==> config.mk <==
export PLATFORM = sky130hd
export DESIGN_NAME = delimited_packet_framer
export DESIGN_NICKNAME = d
export VERILOG_FILES = /design/src/sv/dpf_pkg.sv /design/src/sv/delimited_packet_framer.sv /design/src/sv/dpf_cfg.sv /design/src/sv/dpf_match.sv
export SDC_FILE = /design/constraint.sdc
export NUM_CORES = 1
export LEC_CHECK = 0
export ABC_AREA = 1
export BUFFER_PORTS_ARGS = -buffer_cell sky130_fd_sc_hd__buf_2
export CAP_MARGIN = 15
export CORE_MARGIN = 5
export CORE_UTILIZATION = 40
export CTS_BUF_LIST = sky130_fd_sc_hd__clkbuf_8 sky130_fd_sc_hd__clkbuf_16
export CTS_CLUSTER_DIAMETER = 30
export DETAILED_ROUTE_END_ITERATION = 8
export SLEW_MARGIN = 20
export SYNTH_ARGS = -nofsm -noshare
export SYNTH_HDL_FRONTEND = slang
export SYNTH_SLANG_ARGS = --single-unit
==> constraint.sdc <==
create_clock -name aclk -period 11.1 [get_ports aclk]
set_clock_uncertainty 0.1 [all_clocks]
set_input_delay 1.11 -clock aclk [delete_from_list [all_inputs] [get_ports aclk]]
set_output_delay 1.11 -clock aclk [all_outputs]
set_load 0.1 [all_outputs]
==> src/sv/dpf_pkg.sv <==
`timescale 1ns / 1ps

package dpf_pkg;

    // Sizes of the framer
    localparam int BUFFER_DEPTH  = 32;
    localparam int PATTERN_BYTES = 8;

    localparam int PAT_W     = PATTERN_BYTES * 8;
    localparam int PAT_IDX_W = 3;
    localparam int LEN_W     = 4;
    localparam int POS_W     = $clog2(BUFFER_DEPTH);
    localparam int LIMIT_W   = $clog2(BUFFER_DEPTH + 1);
    localparam int CFG_IDX_W = 3;
    localparam int CFG_DAT_W = 64;

    // Register indexes
    localparam logic [CFG_IDX_W-1:0] REG_START_PATTERN = 3'd0;
    localparam logic [CFG_IDX_W-1:0] REG_START_LENGTH  = 3'd1;
    localparam logic [CFG_IDX_W-1:0] REG_END_PATTERN   = 3'd2;
    localparam logic [CFG_IDX_W-1:0] REG_END_LENGTH    = 3'd3;
    localparam logic [CFG_IDX_W-1:0] REG_BUFFER_LIMIT  = 3'd4;

    // Event codes
    localparam logic [2:0] EV_NONE     = 3'd0;
    localparam logic [2:0] EV_STORED   = 3'd1;
    localparam logic [2:0] EV_START    = 3'd2;
    localparam logic [2:0] EV_COMPLETE = 3'd3;
    localparam logic [2:0] EV_OVERFLOW = 3'd4;

    localparam logic ACT_APPEND = 1'b0;
    localparam logic ACT_CLEAR  = 1'b1;

    typedef struct packed {
        logic       action;
        logic [7:0] data_byte;
    } dpf_in_t;

    typedef struct packed {
        logic [2:0]         event_res;
        logic [7:0]         stored_byte;
        logic [POS_W-1:0]   write_position;
        logic [LIMIT_W-1:0] packet_length;
    } dpf_out_t;

    // Effective configuration, lengths and limit already clamped
    typedef struct packed {
        logic [PAT_W-1:0]   start_pattern;
        logic [LEN_W-1:0]   start_len;
        logic [PAT_W-1:0]   end_pattern;
        logic [LEN_W-1:0]   end_len;
        logic [LIMIT_W-1:0] limit;
    } dpf_cfg_t;

    // State clears caused by register writes
    typedef struct packed {
        logic clr_start;
        logic clr_end;
        logic clr_all;
    } dpf_clr_t;

endpackage

==> src/sv/delimited_packet_framer.sv <==
`timescale 1ns / 1ps
// A result item appears on m_ in the cycle after its input item is accepted.
// Throughput: one item per cycle; the framing state is updated in the same cycle.
// s_ready drops only while a finished result waits in the output register.
// Reset (aresetn, synchronous, active low) clears the framing state, empties the
// output register and loads the registers with their defaults (buffer limit 32).

module delimited_packet_framer
    import dpf_pkg::*;
(
    input  logic                 aclk,
    input  logic                 aresetn,
    input  logic                 s_valid,
    output logic                 s_ready,
    input  dpf_in_t              s_data,
    output logic                 m_valid,
    input  logic                 m_ready,
    output dpf_out_t             m_data,
    input  logic                 cfg_valid,
    output logic                 cfg_ready,
    input  logic [CFG_IDX_W-1:0] cfg_index,
    input  logic [CFG_DAT_W-1:0] cfg_data
);

    dpf_cfg_t cfg;
    dpf_clr_t clr;

    // Framing state
    logic [POS_W-1:0] wr_idx_reg, wr_idx_next;
    logic [LEN_W-1:0] s_cnt_reg, s_cnt_next;
    logic [LEN_W-1:0] e_cnt_reg, e_cnt_next;
    logic             in_pkt_reg, in_pkt_next;

    // Output register
    logic     m_valid_reg;
    dpf_out_t m_data_reg;
    dpf_out_t res;

    logic [LEN_W-1:0]   s_cnt_m, e_cnt_m;
    logic               s_hit, e_hit;
    logic [POS_W-1:0]   wi;
    logic [LIMIT_W-1:0] wi_inc;
    logic               done;
    logic               accept;

    dpf_cfg u_cfg (
        .aclk      (aclk),
        .aresetn   (aresetn),
        .cfg_valid (cfg_valid),
        .cfg_ready (cfg_ready),
        .cfg_index (cfg_index),
        .cfg_data  (cfg_data),
        .cfg       (cfg),
        .clr       (clr)
    );

    // Start and end delimiters are tracked by two independent matchers.
    dpf_match u_start (
        .pattern   (cfg.start_pattern),
        .len       (cfg.start_len),
        .cnt       (s_cnt_reg),
        .data_byte (s_data.data_byte),
        .cnt_next  (s_cnt_m),
        .hit       (s_hit)
    );

    dpf_match u_end (
        .pattern   (cfg.end_pattern),
        .len       (cfg.end_len),
        .cnt       (e_cnt_reg),
        .data_byte (s_data.data_byte),
        .cnt_next  (e_cnt_m),
        .hit       (e_hit)
    );

    // A new item is taken whenever the output register is empty or is being
    // emptied in this cycle, so items can follow each other without a gap.
    assign s_ready = !m_valid_reg || m_ready;
    assign accept  = s_valid && s_ready;

    // One pass over the item: delimiter matching, then storing the byte.
    always_comb begin
        // A write position left at or beyond a lowered limit wraps first.
        wi = ({1'b0, wr_idx_reg} >= cfg.limit) ? '0 : wr_idx_reg;
        wi_inc = {1'b0, wi} + LIMIT_W'(1);

        wr_idx_next = wi;
        s_cnt_next  = s_cnt_reg;
        e_cnt_next  = e_cnt_reg;
        in_pkt_next = in_pkt_reg;
        done        = 1'b0;

        res.event_res      = EV_NONE;
        res.stored_byte    = '0;
        res.write_position = '0;
        res.packet_length  = '0;

        if (s_data.action == ACT_CLEAR) begin
            wr_idx_next = '0;
            s_cnt_next  = '0;
            e_cnt_next  = '0;
            in_pkt_next = 1'b0;
        end else begin
            if (cfg.start_len != '0) begin
                s_cnt_next = s_cnt_m;
                if (s_hit) begin
                    // Completed start delimiter: (re)open the packet.
                    wr_idx_next   = '0;
                    e_cnt_next    = '0;
                    s_cnt_next    = '0;
                    in_pkt_next   = 1'b1;
                    res.event_res = EV_START;
                    done          = 1'b1;
                end else if (!in_pkt_reg) begin
                    // Outside a packet the byte is dropped.
                    done = 1'b1;
                end
            end
            if (!done) begin
                res.stored_byte    = s_data.data_byte;
                res.write_position = wi;
                res.event_res      = EV_STORED;
                if (cfg.end_len != '0 && e_hit) begin
                    // Completed end delimiter: the length excludes the
                    // delimiter, and a packet shorter than it reports zero.
                    res.event_res = EV_COMPLETE;
                    if ({1'b0, wi} >= LIMIT_W'(cfg.end_len)) begin
                        res.packet_length = wi_inc - LIMIT_W'(cfg.end_len);
                    end
                    wr_idx_next = '0;
                    e_cnt_next  = '0;
                    s_cnt_next  = '0;
                    in_pkt_next = 1'b0;
                end else begin
                    if (cfg.end_len != '0) begin
                        e_cnt_next = e_cnt_m;
                    end
                    if (wi_inc >= cfg.limit) begin
                        // The buffer is full: the position wraps round.
                        wr_idx_next       = '0;
                        res.event_res     = EV_OVERFLOW;
                        res.packet_length = cfg.limit;
                    end else begin
                        wr_idx_next = wi_inc[POS_W-1:0];
                    end
                end
            end
        end
    end

    always_ff @(posedge aclk) begin
        if (!aresetn) begin
            wr_idx_reg <= '0;
            s_cnt_reg  <= '0;
            e_cnt_reg  <= '0;
            in_pkt_reg <= 1'b0;
        end else if (clr.clr_all) begin
            wr_idx_reg <= '0;
            s_cnt_reg  <= '0;
            e_cnt_reg  <= '0;
            in_pkt_reg <= 1'b0;
        end else if (clr.clr_start || clr.clr_end) begin
            // Writing a delimiter register restarts only its own matcher;
            // a new start delimiter also closes any open packet.
            if (clr.clr_start) begin
                s_cnt_reg  <= '0;
                in_pkt_reg <= 1'b0;
            end
            if (clr.clr_end) begin
                e_cnt_reg <= '0;
            end
        end else if (accept) begin
            wr_idx_reg <= wr_idx_next;
            s_cnt_reg  <= s_cnt_next;
            e_cnt_reg  <= e_cnt_next;
            in_pkt_reg <= in_pkt_next;
        end
    end

    // Every accepted item gives exactly one result item.
    always_ff @(posedge aclk) begin
        if (!aresetn) begin
            m_valid_reg <= 1'b0;
        end else if (accept) begin
            m_valid_reg <= 1'b1;
        end else if (m_ready) begin
            m_valid_reg <= 1'b0;
        end
    end

    always_ff @(posedge aclk) begin
        if (accept) begin
            m_data_reg <= res;
        end
    end

    assign m_valid = m_valid_reg;
    assign m_data  = m_data_reg;

endmodule

==> src/sv/dpf_cfg.sv <==
`timescale 1ns / 1ps

module dpf_cfg
    import dpf_pkg::*;
(
    input  logic                 aclk,
    input  logic                 aresetn,
    input  logic                 cfg_valid,
    output logic                 cfg_ready,
    input  logic [CFG_IDX_W-1:0] cfg_index,
    input  logic [CFG_DAT_W-1:0] cfg_data,
    output dpf_cfg_t             cfg,
    output dpf_clr_t             clr
);

    dpf_cfg_t           cfg_reg;
    logic [LEN_W-1:0]   len_clamped;
    logic [LIMIT_W-1:0] lim_raw;
    logic [LIMIT_W-1:0] lim_clamped;
    logic               wr;

    assign cfg_ready = 1'b1;
    assign wr        = cfg_valid;

    // Lengths above the pattern size behave as the full pattern size.
    always_comb begin
        if (cfg_data[LEN_W-1:0] > LEN_W'(PATTERN_BYTES)) begin
            len_clamped = LEN_W'(PATTERN_BYTES);
        end else begin
            len_clamped = cfg_data[LEN_W-1:0];
        end
        lim_raw = cfg_data[LIMIT_W-1:0];
        if (lim_raw == '0) begin
            lim_clamped = LIMIT_W'(1);
        end else if (lim_raw > LIMIT_W'(BUFFER_DEPTH)) begin
            lim_clamped = LIMIT_W'(BUFFER_DEPTH);
        end else begin
            lim_clamped = lim_raw;
        end
    end

    always_ff @(posedge aclk) begin
        if (!aresetn) begin
            cfg_reg.start_pattern <= '0;
            cfg_reg.start_len     <= '0;
            cfg_reg.end_pattern   <= '0;
            cfg_reg.end_len       <= '0;
            cfg_reg.limit         <= LIMIT_W'(BUFFER_DEPTH);
        end else if (wr) begin
            case (cfg_index)
                REG_START_PATTERN: cfg_reg.start_pattern <= cfg_data[PAT_W-1:0];
                REG_START_LENGTH:  cfg_reg.start_len     <= len_clamped;
                REG_END_PATTERN:   cfg_reg.end_pattern   <= cfg_data[PAT_W-1:0];
                REG_END_LENGTH:    cfg_reg.end_len       <= len_clamped;
                REG_BUFFER_LIMIT:  cfg_reg.limit         <= lim_clamped;
                default: begin
                end
            endcase
        end
    end

    always_comb begin
        clr.clr_start = wr && (cfg_index == REG_START_PATTERN ||
                               cfg_index == REG_START_LENGTH);
        clr.clr_end   = wr && (cfg_index == REG_END_PATTERN ||
                               cfg_index == REG_END_LENGTH);
        clr.clr_all   = wr && (cfg_index == REG_BUFFER_LIMIT);
    end

    assign cfg = cfg_reg;

endmodule

==> src/sv/dpf_match.sv <==
`timescale 1ns / 1ps

module dpf_match
    import dpf_pkg::*;
(
    input  logic [PAT_W-1:0] pattern,
    input  logic [LEN_W-1:0] len,
    input  logic [LEN_W-1:0] cnt,
    input  logic [7:0]       data_byte,
    output logic [LEN_W-1:0] cnt_next,
    output logic             hit
);

    logic [LEN_W-1:0] c;

    // Naive match: a stale count restarts, a mismatch retries the first byte.
    always_comb begin
        c = (cnt >= len) ? '0 : cnt;
        if (data_byte != pattern[c[PAT_IDX_W-1:0]*8 +: 8]) begin
            c = '0;
        end
        hit      = 1'b0;
        cnt_next = c;
        if (data_byte == pattern[c[PAT_IDX_W-1:0]*8 +: 8]) begin
            cnt_next = c + LEN_W'(1);
            hit      = (cnt_next >= len);
        end
    end

endmodule

==> results.py, run 1 <==
metrics = {
    "setup_path": {
        "endpoint_kind": "register",
        "crit_slowest_cell": "nand3_1",
        "slowest_delay_ns": 0.72,
        "critical_path_class": "reg -> reg",
        "required_ns": 11.29,
        "cp_common_cell": "nand2_1",
        "critPathMaxFanout": 34,
        "worst_ep_arrival_time_ns": 6.87,
        "start_kind": "register",
    },
    "timing": {
        "hold_violations": 0,
        "slew_headroom_pct": 37.7,
        "whs_ns": 0.385,
        "setup_viol": 0,
        "fin_crit_sh_pct": 60.2,
        "period_needed_ns": 6.68,
        "worst_pin_slew_ns": 0.931,
        "finalMaxSlewViolations": 0,
        "setup_tns_ns": 0,
        "timing.fmax_mhz": 150,
        "rsz0062_at_grt": "false",
    },
    "layout": {
        "final.fill_count": 2868,
        "mostFrequentLayoutCell": "nand2_1",
        "largest_reg_flops": 142,
        "layout_common_cells": "nand2_1 (393), nor2_1 (326), dfxtp_1 (157)",
        "layout-drive-gt1-share_pct": 12.1,
        "nNetsFinal": 1826,
        "antennaDiodeCount": 0,
        "synthToLayoutAreaGrowth_pct": 11.0,
    },
    "pwr": {
        "ir_worst_vdd_v": 0.0000943,
        "p_per_area_mw_per_mm2": 130,
        "p_int_mw": 1.07,
        "clkPwrFrac_pct": 40.5,
        "pwr-share-comb_pct": 15.1,
        "swShare_pct": 31.7,
        "seq_power_share_pct": 44.4,
        "leakage_nw": 5.72,
        "p_switching_mw": 0.497,
    },
    "placement": {
        "gp_congestion": 0.985,
        "numPortBuffers": 104,
        "post-dp-hpwl_um": 28400,
    },
    "floorplanning": {
        "start_util_pct": 40.6,
        "dieArea_mm2": 0.0307,
        "top_level_ports": 106,
        "rows": 60,
        "die_h_um": 175,
        "die_w_um": 175,
        "core_mm2": 0.0269,
    },
    "clocking": {
        "clkLatencyLatePin_ns": 0.44,
        "cts_max_level": 4,
        "post_cts_buffers": 0,
        "cts_buffer_depth": 2,
        "ctsHoldBuffers": 0,
        "cts_tree": "yes",
        "clockRootBuffer": "clkbuf_16",
        "post_cts_resized": 0,
        "cts_buffers": 17,
        "cts.sinks": 179,
        "path_clk_slew_ns": 0.08,
    },
    "status": {
        "outcome": "finished, final reports clean",
    },
    "synthesis": {
        "ys_seq_area_share_pct": 34.9,
        "synth_warnings": 0,
        "syn_inst": 1661,
        "synthesis.nets": 1780,
        "synth_flop_cell": "dfxtp_1",
        "ys_seq_elements": 179,
        "syn_area_per_cell_um2": 6.57,
        "yosys.cell_types.count": 47,
        "synth_edf_count": 22,
        "synth_area_mm2": 0.0109,
        "ys_async_sr_fraction_pct": 0,
    },
    "grt": {
        "grtUsageTotal_pct": 25.2,
        "overflow": 0,
        "antenna_found_initial": 0,
        "grt_first_pass_wirelength_um": 60700,
        "grt_max_degree": 78,
        "grt_pass1_vias": 10500,
    },
    "routing": {
        "vias_per_cell": 5.43,
        "first_pass_iters": 5,
        "drtAntennaViolNets": 0,
        "dr.first_iter.drc_count": 1011,
        "drc": 0,
        "wirelength_um": 39200,
        "vias": 11200,
        "wire_per_inst_um": 19.0,
    },
    "hold_path": {
        "min_path_type": "reg -> reg",
    },
    "flow_run": {
        "cap_violations": 0,
    },
}
kinds of logic (layout without fill, tap and decap cells):
group           after synthesis  count (layout)  share of synthesized area [%]
compound gates              245             245                           12.4
xor+xnor                      9               9                          0.723
fa+ha+maj                    38              38                           4.43
buf+inv                     215             274                           8.26
flops                       179             179                           34.9
other cells                   1               1                         0.0344
simple gates                974             974                           39.3
worst paths after layout:
path | startpoint | to | slack [ns] | depth (start not counted)
max | e_cnt_reg[0]$_SDFFE_PP0P_ | m_data[0]$_SDFFCE_PP0P_ | 4.42 | 31
min | u_cfg.cfg[107]$_SDFFE_PN0P_ | u_cfg.cfg[107]$_SDFFE_PN0P_ | 0.38 | 2
max reg2reg | e_cnt_reg[0]$_SDFFE_PP0P_ | m_data[0]$_SDFFCE_PP0P_ | 4.42 | 31
min reg2reg | u_cfg.cfg[107]$_SDFFE_PN0P_ | u_cfg.cfg[107]$_SDFFE_PN0P_ | 0.38 | 2
metrics by stage:
step           instances  worst slack [ns]  utilization (%)  instance area, um2  power [mW]
6_report            2061              4.42             45.0               12100        1.57
4_1_cts             2061              4.57             45.0               12100        1.57
2_1_floorplan       1661              6.63                -               10900       0.872
3_3_place_gp        2029              4.76             42.8               11500       0.944
5_1_grt             2061              3.81             45.0               12100        1.62
3_5_place_dp        2029              4.57             42.8               11500       0.946
Yosys cell counts (8+ instances only):
master | instances | area share, %
inv_1 | 112 | 3.9
edfxtp_1 | 22 | 6.1
o211ai_1 | 14 | 0.96
a21oi_1 | 51 | 2.3
nand3_1 | 154 | 7.1
nand2_1 | 393 | 14
ha_1 | 37 | 4.2
buf_4 | 8 | 0.55
nand4_1 | 49 | 2.8
nor2_1 | 327 | 11
o21ai_0 | 155 | 7.1
clkbuf_1 | 48 | 1.7
buf_2 | 20 | 0.92
inv_2 | 15 | 0.52
dfxtp_1 | 157 | 29
routing by layer:
| layer | global-route usage [%] | up-vias | wire length, um |
|---|---|---|---|
| li1 | - | 5528 | - |
| met1 | 34.7 | 5134 | 17500 |
| met2 | 40.0 | 467 | 17500 |
| met3 | 3.68 | 65 | 2770 |
| met4 | 9.17 | 0 | 1360 |
| met5 | 0 | - | 0 |
power groups by stage:
stage / sequential (mW) / clock, mW / combinational, mW
2_1_floorplan: 0.741 / 0 / 0.131
3_3_place_gp: 0.711 / 0 / 0.233
3_5_place_dp: 0.711 / 0 / 0.234
4_1_cts: 0.696 / 0.638 / 0.235
5_1_grt: 0.699 / 0.666 / 0.259
6_report: 0.697 / 0.634 / 0.237
worst max-delay path: cells and delay by family, from the launching register on:
family	cells	cell delay [ns]
AND/OR/NAND/NOR	17	3.08
buffers and inverters	8	1.60
adder cells (fa/ha/maj)	3	0.87
AO/OA/AOI/OAI	3	0.52
flip-flops	1	0.31
cell type report:
class	count	area [um2]	area share [%]
Clock inverter	14	141	1.17
Inverter	131	494	4.08
Timing Repair Buffer	111	576	4.76
Clock buffer	18	450	3.72
Sequential cell	179	3800	31.4
Multi-Input combinational cell	1267	6210	51.3
Tap cell	341	427	3.53
(Power assumes the default switching activity.)
==> run 2, diff against run 1 <==
- clock period: 11.1 -> 6.8 ns (I/O delays scaled with it)
==> results.py, run 2 (synthesis gave the netlist of run 1 again) <==
metrics = {
    "status": {
        "outcome": "finished, final reports clean",
    },
    "timing": {
        "hold_violations": 0,
        "setup_viol": 0,
        "fin_crit_sh_pct": 84.1,
        "setup_tns_ns": 0,
        "finalWorstSetupSlack_ns": 1.08,
        "rsz0062_at_grt": "false",
        "slew_headroom_pct": 31.9,
        "finalMaxSlewViolations": 0,
        "timing.fmax_mhz": 175,
        "worst_pin_slew_ns": 1.02,
        "period_needed_ns": 5.72,
    },
    "placement": {
        "pre_cts_slack_ns": 1.20,
        "placed_area_mm2": 0.0115,
        "numPortBuffers": 104,
        "placed_cells": 2031,
        "gp_congestion": 1.01,
        "post-dp-hpwl_um": 28800,
    },
    "grt": {
        "grt_pass1_vias": 10500,
        "grt_first_pass_wirelength_um": 60700,
        "antenna_found_initial": 0,
        "grt_max_degree": 85,
        "overflow": 0,
        "grtUsageTotal_pct": 25.2,
    },
    "pwr": {
        "ir_worst_vdd_v": 0.000165,
        "p_per_area_mw_per_mm2": 211,
        "leakage_nw": 5.74,
        "total_power_mw": 2.57,
    },
    "setup_path": {
        "start_kind": "register",
        "endpoint_kind": "register",
        "r2r-start": "u_cfg.cfg[9]$_SDFFE_PN0P_",
        "required_ns": 7.00,
        "crit_slowest_cell": "a21oi_4",
        "critical_path_class": "reg -> reg",
        "rrSetupSlack_ns": 1.08,
        "critPathMaxFanout": 33,
        "worst_ep_arrival_time_ns": 5.91,
        "slowest_delay_ns": 0.60,
        "cp_common_cell": "nand2_1",
        "startpoint": "u_cfg.cfg[9]$_SDFFE_PN0P_",
    },
    "floorplanning": {
        "dieArea_mm2": 0.0307,
        "die_h_um": 175,
        "top_level_ports": 106,
        "die_w_um": 175,
        "core_mm2": 0.0269,
        "start_util_pct": 40.6,
        "rows": 60,
    },
    "clocking": {
        "cts_buffers": 17,
        "path_clk_slew_ns": 0.09,
        "cts_tree": "yes",
        "ctsHoldBuffers": 0,
        "clkLatencyLatePin_ns": 0.45,
        "cts.sinks": 179,
        "post_cts_resized": 0,
        "clockRootBuffer": "clkbuf_16",
        "post_cts_buffers": 0,
        "cts_buffer_depth": 2,
        "cts_max_level": 4,
    },
    "routing": {
        "wirelength_um": 38800,
        "drtAntennaViolNets": 0,
        "vias": 11100,
        "wire_per_inst_um": 18.8,
        "vias_per_cell": 5.40,
        "first_pass_iters": 7,
        "drc": 0,
        "dr.first_iter.drc_count": 1071,
    },
    "layout": {
        "layout_common_cells": "nand2_1 (393), nor2_1 (326), dfxtp_1 (157)",
        "layout-drive-gt1-share_pct": 12.3,
        "antennaDiodeCount": 0,
        "regArea_mm2": 0.00380,
        "synthToLayoutAreaGrowth_pct": 11.3,
        "multiInputGateArea_mm2": 0.00621,
        "mostFrequentLayoutCell": "nand2_1",
        "largest_reg_flops": 142,
        "final_cells": 2063,
        "nNetsFinal": 1828,
        "final.fill_count": 2855,
        "final_area_mm2": 0.0121,
    },
    "flow_run": {
        "cap_violations": 0,
    },
    "hold_path": {
        "min_path_type": "in -> reg",
        "hp-start": "cfg_data[29]",
    },
}
-- run 2: changes by cell type in the layout (fill, tap and decap cells not counted), sizes merged --
cell,delta
buf,+2
bufinv,-1
clkbuf,-1
clkinv,+4
clkinvlp,-2
-- run 2: routing by layer --
metal | GRT usage [%] | share of wire (%) | up-vias
li1 | - | - | 5541
met1 | 35.4 | 46 | 5176
met2 | 40.0 | 45 | 380
met3 | 3.96 | 6.4 | 43
met4 | 7.40 | 2.3 | 0
met5 | 0 | 0 | -
-- run 2: area by class of cell --
| cell class | instances | area share, % |
|---|---|---|
| Multi-Input combinational cell | 1267 | 51.1 |
| Sequential cell | 179 | 31.3 |
| Timing Repair Buffer | 113 | 4.86 |
| Inverter | 131 | 4.06 |
| Tap cell | 341 | 3.51 |
| Clock buffer | 17 | 3.50 |
| Clock inverter | 15 | 1.60 |
-- run 2: path summary, 6_finish.rpt --
kind,endpoint,cells past startpoint
max,m_data[4]$_SDFFCE_PP0P_,29
min,u_cfg.cfg[39]$_SDFFE_PN0P_,3
max reg2reg,m_data[4]$_SDFFCE_PP0P_,29
min reg2reg,wr_idx_reg[0]$_SDFFE_PP0P_,2
-- run 2: power by group --
| group | total [mW] | leakage, nW | internal, mW | switching [mW] |
|---|---|---|---|---|
| clock network | 1.04 | 0.300 | 0.507 | 0.536 |
| registers | 1.14 | 1.50 | 1.11 | 0.0301 |
| logic | 0.386 | 3.94 | 0.101 | 0.285 |
-- run 2: through the flow --
stage | hold slack (ns) | utilization, %
6_report | 0.360 | 45.2
5_1_grt | 0.369 | 45.2
4_1_cts | 0.353 | 45.2
3_5_place_dp | 0.370 | 42.9
3_3_place_gp | 0.359 | 42.9
2_1_floorplan | 0.345 | -
-- run 2: worst max-delay path: cells and delay by family (launching register included) --
| kind | cells | cell delay, ns |
|---|---|---|
| adder cells (fa/ha/maj) | 2 | 0.64 |
| AO/OA/AOI/OAI | 4 | 1.05 |
| buffers and inverters | 6 | 0.97 |
| XOR/XNOR | 1 | 0.23 |
| flip-flops | 1 | 0.33 |
| AND/OR/NAND/NOR | 16 | 2.23 |
